<file path="config.mk">
export PLATFORM = sky130hd
export DESIGN_NAME = ldlt_ctrl
export DESIGN_NICKNAME = d
export VERILOG_FILES = /design/src/hw/rtl/ldlt_pkg.sv /design/src/hw/rtl/ldlt_ctrl.sv
export SDC_FILE = /design/constraint.sdc
export NUM_CORES = 1
export LEC_CHECK = 0
export BUFFER_PORTS_ARGS = -buffer_cell sky130_fd_sc_hd__buf_2
export CORE_ASPECT_RATIO = 1.2
export CORE_MARGIN = 5
export CORE_UTILIZATION = 30
export DETAILED_ROUTE_END_ITERATION = 6
export PLACE_DENSITY = 0.63
export SETUP_SLACK_MARGIN = 0.3
export SLEW_MARGIN = 20
export SYNTH_ARGS = -nofsm -noshare
export SYNTH_HDL_FRONTEND = slang
export SYNTH_SLANG_ARGS = --single-unit
</file>
<file path="constraint.sdc">
create_clock -name clk -period 2.7 [get_ports clk]
set_input_delay 0.54 -clock clk [delete_from_list [all_inputs] [get_ports clk]]
set_output_delay 0.54 -clock clk [all_outputs]
set_load 0.05 [all_outputs]
</file>
<file path="src/hw/rtl/ldlt_pkg.sv">
// ldlt_pkg: shared types and codes for the LDL^T solver core.
// Holds the input op codes, the controller state enum and the command struct.
// No dependencies.
package ldlt_pkg;

  typedef enum logic [1:0] {
    OP_LOAD_MAT = 2'd0,
    OP_FACTOR   = 2'd1,
    OP_LOAD_RHS = 2'd2,
    OP_SOLVE    = 2'd3
  } op_t;

  localparam logic KIND_STATUS = 1'b0;
  localparam logic KIND_SOLN   = 1'b1;

  localparam logic CFG_SIZE  = 1'b0;
  localparam logic CFG_FLOOR = 1'b1;

  // vector store selected for the registered vector read
  typedef enum logic [1:0] {
    VS_WORK = 2'd0,
    VS_RHS  = 2'd1,
    VS_INV  = 2'd2
  } vsel_t;

  // accumulator preload source
  typedef enum logic [1:0] {
    INIT_MAT  = 2'd0,
    INIT_ONE  = 2'd1,
    INIT_ZERO = 2'd2,
    INIT_VEC  = 2'd3
  } init_t;

  // multiplier operand pair
  typedef enum logic [1:0] {
    MS_LS = 2'd0,
    MS_LV = 2'd1,
    MS_HI = 2'd2
  } msel_t;

  // write data source
  typedef enum logic [1:0] {
    WS_ACC  = 2'd0,
    WS_PROD = 2'd1,
    WS_ONE  = 2'd2
  } wsrc_t;

  typedef enum logic [5:0] {
    ST_IDLE,
    ST_F_INIT_RD, ST_F_INIT, ST_F_MRD, ST_F_MUL, ST_F_SUB,
    ST_F_PCHK, ST_F_DIV_GO, ST_F_DIV_WAIT, ST_F_SV, ST_F_LMUL, ST_F_LWR, ST_F_DONE,
    ST_S_FW_RD, ST_S_FW_INIT, ST_S_FW_MRD, ST_S_FW_MUL, ST_S_FW_SUB, ST_S_FW_WR,
    ST_S_SC_RD, ST_S_SC_INIT, ST_S_SC_HOLD, ST_S_SC_ILD, ST_S_SC_MUL, ST_S_SC_WR,
    ST_S_BK_RD, ST_S_BK_INIT, ST_S_BK_MRD, ST_S_BK_MUL, ST_S_BK_SUB, ST_S_BK_WR,
    ST_S_OUT_RD, ST_S_OUT
  } state_t;

  typedef struct packed {
    logic  mat_we;
    logic  rhs_we;
    logic  rd_en;
    vsel_t v_sel;
    logic  acc_init;
    init_t init_sel;
    logic  mul_en;
    msel_t mul_sel;
    logic  sub_en;
    logic  wr_s;
    logic  wr_l;
    wsrc_t l_src;
    logic  wr_work;
    wsrc_t work_src;
    logic  hold_ld;
    logic  inv_ld;
    logic  piv_chk;
    logic  div_start;
    logic  wr_inv;
    logic  clr_bad;
    logic  commit;
    logic  out_ld;
    logic  out_kind;
    logic  out_last;
  } dp_cmd_t;

endpackage

</file>
<file path="src/hw/rtl/ldlt_ctrl.sv">
// ldlt_ctrl: sequencer for load, factor and solve items; owns loop counters
// and drives datapath commands and addresses.
// Depends on ldlt_pkg.
module ldlt_ctrl
  import ldlt_pkg::*;
#(
  parameter int MAT_SIZE = 6,
  parameter int IW = $clog2(MAT_SIZE),
  parameter int AW = $clog2(MAT_SIZE * MAT_SIZE),
  parameter int CW = $clog2(MAT_SIZE + 1)
) (
  input  logic          clk,
  input  logic          rst_n,
  input  logic          start,
  input  logic [1:0]    op,
  input  logic [2:0]    row,
  input  logic [2:0]    col,
  input  logic [2:0]    size_in_use,
  input  logic          div_done,
  output logic          busy,
  output dp_cmd_t       cmd,
  output logic [AW-1:0] l_ra,
  output logic [AW-1:0] s_ra,
  output logic [AW-1:0] m_ra,
  output logic [AW-1:0] w_addr,
  output logic [IW-1:0] v_idx
);
  localparam logic [AW-1:0] NA = AW'(MAT_SIZE);
  localparam logic [CW-1:0] NL = CW'(MAT_SIZE);

  state_t        state_r, state_nxt;
  logic [CW-1:0] i_r, i_nxt, j_r, j_nxt, p_r, p_nxt, r_r, r_nxt;
  logic [CW-1:0] n_act;
  logic          go;
  op_t           op_in;
  logic          row_ok, col_ok;

  function automatic logic [AW-1:0] addr(input logic [CW-1:0] a, input logic [CW-1:0] b);
    addr = AW'(a[IW-1:0]) * NA + AW'(b[IW-1:0]);
  endfunction

  assign go     = start && (state_r == ST_IDLE);
  assign op_in  = op_t'(op);
  assign row_ok = (32'(row) < MAT_SIZE);
  assign col_ok = (32'(col) < MAT_SIZE);
  assign busy   = (state_r != ST_IDLE);

  // order of the system, clamped to 1..MAT_SIZE
  always_comb begin
    if (size_in_use == 3'd0)
      n_act = CW'(1);
    else if (32'(size_in_use) > MAT_SIZE)
      n_act = NL;
    else
      n_act = CW'(size_in_use);
  end

  // next state
  always_comb begin
    state_nxt = state_r;
    unique case (state_r)
      ST_IDLE: begin
        if (go && op_in == OP_FACTOR)
          state_nxt = ST_F_INIT_RD;
        else if (go && op_in == OP_SOLVE)
          state_nxt = ST_S_FW_RD;
      end
      ST_F_INIT_RD: state_nxt = ST_F_INIT;
      ST_F_INIT, ST_F_SUB: begin
        if (p_nxt < j_r)
          state_nxt = ST_F_MRD;
        else if (r_r == j_r)
          state_nxt = ST_F_PCHK;
        else
          state_nxt = ST_F_SV;
      end
      ST_F_MRD:     state_nxt = ST_F_MUL;
      ST_F_MUL:     state_nxt = ST_F_SUB;
      ST_F_PCHK:    state_nxt = ST_F_DIV_GO;
      ST_F_DIV_GO:  state_nxt = ST_F_DIV_WAIT;
      ST_F_DIV_WAIT: begin
        if (div_done)
          state_nxt = (j_r + CW'(1) < NL) ? ST_F_INIT_RD : ST_F_DONE;
      end
      ST_F_SV:      state_nxt = ST_F_LMUL;
      ST_F_LMUL:    state_nxt = ST_F_LWR;
      ST_F_LWR:     state_nxt = ST_F_INIT_RD;
      ST_F_DONE:    state_nxt = ST_IDLE;
      ST_S_FW_RD:   state_nxt = ST_S_FW_INIT;
      ST_S_FW_INIT, ST_S_FW_SUB:
        state_nxt = (p_nxt < i_r) ? ST_S_FW_MRD : ST_S_FW_WR;
      ST_S_FW_MRD:  state_nxt = ST_S_FW_MUL;
      ST_S_FW_MUL:  state_nxt = ST_S_FW_SUB;
      ST_S_FW_WR:   state_nxt = (i_r + CW'(1) < NL) ? ST_S_FW_RD : ST_S_SC_RD;
      ST_S_SC_RD:   state_nxt = ST_S_SC_INIT;
      ST_S_SC_INIT: state_nxt = ST_S_SC_HOLD;
      ST_S_SC_HOLD: state_nxt = ST_S_SC_ILD;
      ST_S_SC_ILD:  state_nxt = ST_S_SC_MUL;
      ST_S_SC_MUL:  state_nxt = ST_S_SC_WR;
      ST_S_SC_WR:   state_nxt = (i_r + CW'(1) < NL) ? ST_S_SC_RD : ST_S_BK_RD;
      ST_S_BK_RD:   state_nxt = ST_S_BK_INIT;
      ST_S_BK_INIT, ST_S_BK_SUB:
        state_nxt = (p_nxt < NL) ? ST_S_BK_MRD : ST_S_BK_WR;
      ST_S_BK_MRD:  state_nxt = ST_S_BK_MUL;
      ST_S_BK_MUL:  state_nxt = ST_S_BK_SUB;
      ST_S_BK_WR:   state_nxt = (i_r == '0) ? ST_S_OUT_RD : ST_S_BK_RD;
      ST_S_OUT_RD:  state_nxt = ST_S_OUT;
      ST_S_OUT:     state_nxt = (i_r + CW'(1) < n_act) ? ST_S_OUT_RD : ST_IDLE;
      default:      state_nxt = ST_IDLE;
    endcase
  end

  // loop counters
  always_comb begin
    i_nxt = i_r;
    j_nxt = j_r;
    p_nxt = p_r;
    r_nxt = r_r;
    case (state_r)
      ST_IDLE: begin
        i_nxt = '0;
        j_nxt = '0;
        r_nxt = '0;
      end
      ST_F_INIT, ST_S_FW_INIT: p_nxt = '0;
      ST_F_SUB, ST_S_FW_SUB, ST_S_BK_SUB: p_nxt = p_r + CW'(1);
      ST_F_DIV_WAIT: if (div_done) r_nxt = j_r + CW'(1);
      ST_F_LWR: begin
        if (r_r + CW'(1) < NL) begin
          r_nxt = r_r + CW'(1);
        end else begin
          j_nxt = j_r + CW'(1);
          r_nxt = j_r + CW'(1);
        end
      end
      ST_S_FW_WR: i_nxt = (i_r + CW'(1) < NL) ? i_r + CW'(1) : '0;
      ST_S_SC_WR: i_nxt = (i_r + CW'(1) < NL) ? i_r + CW'(1) : NL - CW'(1);
      ST_S_BK_INIT: p_nxt = i_r + CW'(1);
      ST_S_BK_WR: if (i_r != '0) i_nxt = i_r - CW'(1);
      ST_S_OUT: i_nxt = i_r + CW'(1);
      default: ;
    endcase
  end

  // datapath commands and addresses
  always_comb begin
    cmd          = '0;
    cmd.v_sel    = VS_WORK;
    cmd.init_sel = INIT_ZERO;
    cmd.mul_sel  = MS_LS;
    cmd.l_src    = WS_ACC;
    cmd.work_src = WS_ACC;
    l_ra   = addr(r_r, p_r);
    s_ra   = addr(j_r, p_r);
    m_ra   = addr(r_r, j_r);
    w_addr = addr(r_r, j_r);
    v_idx  = i_r[IW-1:0];
    unique case (state_r)
      ST_IDLE: begin
        w_addr = AW'(row) * NA + AW'(col);
        v_idx  = IW'(row);
        cmd.mat_we  = go && op_in == OP_LOAD_MAT && row_ok && col_ok;
        cmd.rhs_we  = go && op_in == OP_LOAD_RHS && row_ok;
        cmd.clr_bad = go && op_in == OP_FACTOR;
      end
      ST_F_INIT_RD, ST_F_MRD: cmd.rd_en = 1'b1;
      ST_F_INIT: begin
        cmd.acc_init = 1'b1;
        if (r_r < n_act && j_r < n_act)
          cmd.init_sel = INIT_MAT;
        else if (r_r == j_r)
          cmd.init_sel = INIT_ONE;
        else
          cmd.init_sel = INIT_ZERO;
      end
      ST_F_MUL: cmd.mul_en = 1'b1;
      ST_F_SUB: cmd.sub_en = 1'b1;
      ST_F_PCHK: cmd.piv_chk = 1'b1;
      ST_F_DIV_GO: cmd.div_start = 1'b1;
      ST_F_DIV_WAIT: begin
        v_idx      = j_r[IW-1:0];
        cmd.wr_inv = div_done;
        cmd.wr_l   = div_done;
        cmd.l_src  = WS_ONE;
      end
      ST_F_SV: begin
        cmd.wr_s    = 1'b1;
        cmd.hold_ld = 1'b1;
      end
      ST_F_LMUL: begin
        cmd.mul_en  = 1'b1;
        cmd.mul_sel = MS_HI;
      end
      ST_F_LWR: begin
        cmd.wr_l  = 1'b1;
        cmd.l_src = WS_PROD;
      end
      ST_F_DONE: begin
        cmd.commit   = 1'b1;
        cmd.out_ld   = 1'b1;
        cmd.out_kind = KIND_STATUS;
        cmd.out_last = 1'b1;
      end
      ST_S_FW_RD: begin
        cmd.rd_en = 1'b1;
        cmd.v_sel = VS_RHS;
      end
      ST_S_FW_INIT: begin
        cmd.acc_init = 1'b1;
        cmd.init_sel = (i_r < n_act) ? INIT_VEC : INIT_ZERO;
      end
      ST_S_FW_MRD: begin
        cmd.rd_en = 1'b1;
        l_ra      = addr(i_r, p_r);
        v_idx     = p_r[IW-1:0];
      end
      ST_S_FW_MUL, ST_S_BK_MUL: begin
        cmd.mul_en  = 1'b1;
        cmd.mul_sel = MS_LV;
      end
      ST_S_FW_SUB, ST_S_BK_SUB: cmd.sub_en = 1'b1;
      ST_S_FW_WR, ST_S_BK_WR: cmd.wr_work = 1'b1;
      ST_S_SC_RD, ST_S_BK_RD, ST_S_OUT_RD: cmd.rd_en = 1'b1;
      ST_S_SC_INIT, ST_S_BK_INIT: begin
        cmd.acc_init = 1'b1;
        cmd.init_sel = INIT_VEC;
      end
      ST_S_SC_HOLD: begin
        cmd.hold_ld = 1'b1;
        cmd.rd_en   = 1'b1;
        cmd.v_sel   = VS_INV;
      end
      ST_S_SC_ILD: cmd.inv_ld = 1'b1;
      ST_S_SC_MUL: begin
        cmd.mul_en  = 1'b1;
        cmd.mul_sel = MS_HI;
      end
      ST_S_SC_WR: begin
        cmd.wr_work  = 1'b1;
        cmd.work_src = WS_PROD;
      end
      ST_S_BK_MRD: begin
        cmd.rd_en = 1'b1;
        l_ra      = addr(p_r, i_r);
        v_idx     = p_r[IW-1:0];
      end
      ST_S_OUT: begin
        cmd.out_ld   = 1'b1;
        cmd.out_kind = KIND_SOLN;
        cmd.out_last = (i_r + CW'(1) == n_act);
      end
      default: ;
    endcase
  end

  always_ff @(posedge clk) begin
    if (!rst_n) begin
      state_r <= ST_IDLE;
      i_r     <= '0;
      j_r     <= '0;
      p_r     <= '0;
      r_r     <= '0;
    end else begin
      state_r <= state_nxt;
      i_r     <= i_nxt;
      j_r     <= j_nxt;
      p_r     <= p_nxt;
      r_r     <= r_nxt;
    end
  end

endmodule

</file>
After elaboration in Yosys (flattened, before gate mapping) --
Cells that the tools add are included.
Word-level totals: bits in registers 18, bits of input ports 15, output and inout bits 57, word-level logic and storage cells 160
Operators by class: add/sub/neg operators 11, multipliers 5, magnitude comparators 13, equal/unequal tests 41, mux-type cells 50, reductions and logical operators 35
Operators with widths (number):
- 6-bit case mux with 29 select lines | 1
- 6-bit by 5-bit == test with 1-bit output, second input constant | 16
- 6-bit by 4-bit == test with 1-bit output, second input constant | 8
- 6-bit by 3-bit adder with 6-bit output | 6
- 3-bit case mux with 3 select lines | 4
- 3-bit two-way mux | 10
- 3-bit by 2-bit multiplier with 5-bit output, second input constant | 5
- 6-bit by 3-bit == test with 1-bit output, second input constant | 4
- 6-bit two-way mux | 4
- 3-bit < comparator | 6
- 3-bit < comparator, second input constant | 6
- 3-bit case mux with 2 select lines | 3
- 2-bit OR reduction | 9
- 4-bit two-way mux | 4
- 5-bit two-way mux | 3
- 3-bit case mux with 5 select lines | 1
- 1-bit two-way mux | 14
- 3-bit by 1-bit adder with 3-bit output, second input constant | 4
- 6-bit by 2-bit == test with 1-bit output, second input constant | 2
- 6-bit case mux with 2 select lines | 1
- 1-bit logical AND | 9
- 9-bit OR reduction | 1
- 2-bit case mux with 2 select lines | 2
- 2-bit AND reduction | 4
- 19 further kinds | 28

Longest topological paths before layout --
depth after elaboration 7, mapped depth 12, depth with buffers taken out 10

Worst setup path after synthesis --
OpenSTA, ideal clock, no wires.
kind register -> output, from register state_r[4], to output port cmd[28] in the netlist's numbering, arrival time 3705 ps, data required time 2160 ps, path slack -1545 ps, stages on the path, launching flop included 6, path buffers 1, cells stage by stage dfxtp_1 or4_1 clkbuf_1 nor2_1 inv_1 a2111oi_0
RTL lines:
- from (decl) | line ldlt_ctrl.sv:31 | state_t state_r, state_nxt;
- from (signal assigned) | line ldlt_ctrl.sv:264 | state_r <= state_nxt;
- to (decl) | line ldlt_ctrl.sv:21 | output dp_cmd_t cmd,

Worst setup path after layout --
from register state_r[1], to output port l_ra[5]
On the way: cells in the longest elaborated chain, start to end 2, elaborated cells on any way between the ends 3, those cells by class eq/ne: 2; mux: 1
RTL lines:
- 6-bit by 5-bit == test with 1-bit output / 6-bit by 4-bit == test with 1-bit output (equally long branches) | line ldlt_ctrl.sv:158 | unique case (state_r)
- 6-bit case mux with 2 select lines * | line ldlt_ctrl.sv:158
- to (decl) | line ldlt_ctrl.sv:22 | output logic [AW-1:0] l_ra,
Every way passes the cells marked *; elsewhere a longest branch is shown, timed or not.

==> summary.md <==
| Metric | Value |
|---|---|
| Row cnt | `42` |
| Area delta synth->final | `88.75%` |
| CTS tree | `built` |
| Unrepaired setup endpoints after global routing | `yes` |
| Reg-to-reg slack, setup | `-0.15 ns` |
| Vias | `roughly 4.4k` |
| Antenna violations before repair | `0` |
| Vias per inst | `~5.6` |
| Die X | `approximately 110 um` |
| Post-synth cell types | `66` |
| CP most frequent cell | `buf_6` |
| Pre-CTS WS | `-0.3026 ns` |
| Min-Delay Path Class | `primary input to register` |
| Fraction of registers with async set/reset | `0%` |
| Antenna Nets Post-Route | `0` |
| Root cell of the clock tree | `clkbuf_16` |
| # diodes | `0` |
| Syn Area/Cell | `roughly 7.4 sq um` |
| Psw | `between 2 and 3 mW` |
| Failing checks | `negative setup slack` |
| Critical path cell sequence | `buf_6 -> and2_4 -> nand3_4 -> mux2_4 -> fa_2 -> nor3b_4 -> xnor2_2 -> o21ai_4 -> buf_6` |
| Final Hold Viols | `0` |
| Vias in the first global route | `between 4k and 5k` |
| Worst setup path endpoint | `l_ra[5]` |
| Sequential area share after synthesis | `roughly a tenth` |
| PnR worst setup slack | `-0.1662 ns` |
| Internal | `2.572 mW` |
| Final Util | `between 50% and 60%` |
| Worst vdd ir | `between 0.4 and 0.5 mV` |
| Routed wire per std cell | `slightly below 20 um` |
| I/O pins | `~70` |
| Crit-path max cell delay | `about 0.37 ns` |
| Seq pwr share | `roughly 7.5%` |
| WHS | `0.6813 ns` |
| Crit path required time | `roughly 2.2 ns` |
| PortBufs | `70` |
| Die extent in y | `approximately 130 um` |
| Normalized max-slew margin | `approximately 60%` |
| Synth Flop Type | `dfxtp_1` |
| Critical Path Start | `state_r[1]$_SDFFE_PN0P_` |
| Slew Limit Fails | `0` |
| Core area | `approximately 11,000 sq um` |
| Die area | `13,540 sq um` |
| Switching part of the total | `approximately half` |
| Worst Setup Start Kind | `register` |
| Initial DRC count | `around 350` |
| Worst reg-to-reg path cell count | `10` |
| Final WL | `~15,000 um` |
| Max Cap Violations | `0` |
| Critical R2R Capture | `state_r[2]$_SDFFE_PN0P_` |
| Top cells by area, synth | `ha_1 (15%), dfxtp_1 (11%), fa_1 (5.9%)` |
| EDFF count, synth | `0` |
| Reg-to-Reg Start | `state_r[5]$_SDFFE_PN0P_` |
| Layout net count | `approximately 720` |
| Top cell type's share of synthesized area | `between 10 and 15%` |
| FMAX | `0.3489 GHz` |
| First-pass GRT wire length | `about 24,000 um` |
| Clock share of power | `6.6%` |
| Comb pwr share | `a little under nine tenths` |
| PD cells | `between 800 and 900 nW/um^2` |
| Outcome | `finished, violations left` |
| Mapped Area | `approximately 3400 sq um` |
| Clk sink count | `18` |
| Htree depth | `1` |
| CP Class | `register to primary output` |
| Layout Skew | `between 0.005 and 0.006 ns` |
| Largest net degree at the start of global routing | `18` |
| Worst Max-Slew Pin Slew | `0.5915 ns` |
| Area leader, netlist | `ha_1` |
| GRT Total Usage | `a little over a fifth` |
| Worst skew pair latency | `around 0.26 ns` |
| Routability cong. | `~0.95` |
| Hpwl dp | `between 10,000 and 15,000 um` |
| Starting Density | `a little under a third` |
| Layout cells sized above 1 | `a little under three fifths` |
| Syn Inst Count | `about 460` |
| Total CTS buffers | `3` |
| Critical path arrival | `2.33 ns` |
| Crit Path Max Fanout | `5` |
| CP max-delay cell | `fa_2` |
| Syn_nets | `roughly 530` |
| Clock transition at path regs | `0.06 ns` |
| # DRC | `0` |
| Grt ovf | `0` |
| Placed Cells incl. Taps | `~730` |
| Non-filler cells, final | `~780` |
| Seq cells post-synth | `18` |
| Overall power | `5.287 mW` |
| 1st-pass router iterations | `5` |
| P_leak | `2.909 nW` |
| Fin crit period | `around 2.9 ns` |
| Max Root-Sink Buffers | `2` |
| Synth Warn # | `0` |
| Worst setup EP type | `primary output` |
| Final Setup Violations | `12` |
| Final Cycle Share | `106.2%` |
## per-stage QoR
step | setup TNS, ns | instance area, sq um
3_3_place_gp | -1.434 | 4915
6_report | -1.118 | 6400
2_1_floorplan | -0.2601 | 3918
3_5_place_dp | -1.888 | 4915
4_1_cts | -0.7683 | 6062
5_1_grt | -2.204 | 6400
## routing by layer
layer	up-vias	wire length [um]	global-route usage, %
met5	-	0	0
met4	0	533	7.524
met3	45	911	2.846
met2	193	7798	40.15
met1	2074	5922	25.84
li1	2040	-	-
## final cells by class
| type | instances | area, sq um |
|---|---|---|
| multi-input combinational | 391 | 3712 |
| tap | 132 | 165.2 |
| clock buffer | 4 | 88.84 |
| fill | 947 | 4636 |
| timing repair buffer | 214 | 1926 |
| inverter | 25 | 108.9 |
| sequential | 18 | 399.1 |
## cells in the final DEF, fill, tap and decap left out, types with 6 or more instances in the layout
master / n
a21oi_1: 16
buf_2: 28
buf_4: 108
buf_6: 55
buf_8: 16
dfxtp_4: 9
fa_2: 6
ha_1: 31
ha_4: 8
inv_1: 19
nand2_1: 32
nand2_2: 11
nand2_4: 7
nand2b_1: 7
nand3_1: 9
nor2_1: 22
nor2_2: 6
nor2b_1: 10
nor3_1: 8
o21ai_0: 19
o21ai_2: 7
o21ai_4: 6
xnor2_1: 9
xor2_1: 9
## worst max-delay path, delay by kind of cell, from the launching register on
family	cells	cell delay, ns
flip-flops	1	0.36
AND/OR/NAND/NOR	3	0.43
multiplexers	1	0.33
XOR/XNOR	1	0.16
adder cells (fa/ha/maj)	1	0.37
buffers and inverters	2	0.28
AO/OA/AOI/OAI	1	0.14
## registers in the layout, indices dropped and copies added (netlist names)
signal   cells
i_r          3
j_r          3
p_r          3
r_r          3
state_r      6
## power by group through the flow
stage                     logic, mW  registers, mW  clock network, mW
after global placement         3.22          0.385                  0
after detailed placement       3.24          0.387                  0
final                          4.54          0.397              0.347
after floorplan                2.33          0.394                  0
after CTS                      4.20          0.392              0.348
after global routing           4.80          0.402              0.358
## synth_stat cells, types with 4 or more instances
cell type,instances
nand2_1,50
ha_1,40
o21ai_0,35
nor2_1,33
inv_1,25
a21oi_1,22
dfxtp_1,18
nor3_1,17
xnor2_1,14
xor2_1,14
clkbuf_1,13
nand3_1,13
nor2b_1,13
fa_1,10
nand2b_1,8
and2_1,7
buf_2,7
and3_1,6
or2_2,6
a22oi_1,5
a31oi_1,5
nand3b_1,5
nor3b_1,5
nor4_1,5
a2111oi_0,4
a21o_1,4
mux2_2,4
mux2i_1,4
o211a_1,4
o21a_1,4
or3_1,4
## logic make-up (layout without fill, tap and decap cells)
family                     after synthesis  after routing  share of synthesized area, %
other                                    1              1                        0.1106
adders and majority gates               51             51                         20.96
xor gates and xnor gates                28             28                         7.233
AOI/OAI and AO/OA                      120            120                         24.24
muxes                                    8              8                         2.509
DFF                                     18             18                         10.63
buffers and inverters                   52            243                         6.384
and+or+nand+nor                        183            183                         27.93
## worst min path at each step
stage,cells after the start,slack (ns),from,endpoint
floorplan,2,0.57,r_r[0]$_SDFFE_PN0P_,r_r[0]$_SDFFE_PN0P_
global placement,3,0.68,state_r[1]$_SDFFE_PN0P_,state_r[5]$_SDFFE_PN0P_
detailed placement,3,0.69,state_r[1]$_SDFFE_PN0P_,state_r[5]$_SDFFE_PN0P_
CTS,3,0.68,rst_n,state_r[5]$_SDFFE_PN0P_
global route,2,0.71,rst_n,state_r[4]$_SDFFE_PN0P_
finish,3,0.68,rst_n,state_r[5]$_SDFFE_PN0P_
## what timing repair did
item,in CTS,in global routing
resized for setup,207,59
buffers inserted,37,17
pin swaps,43,16
setup endpoints to repair,48,48
hold buffers,0,0
Power figures use the tool's default switching activity.
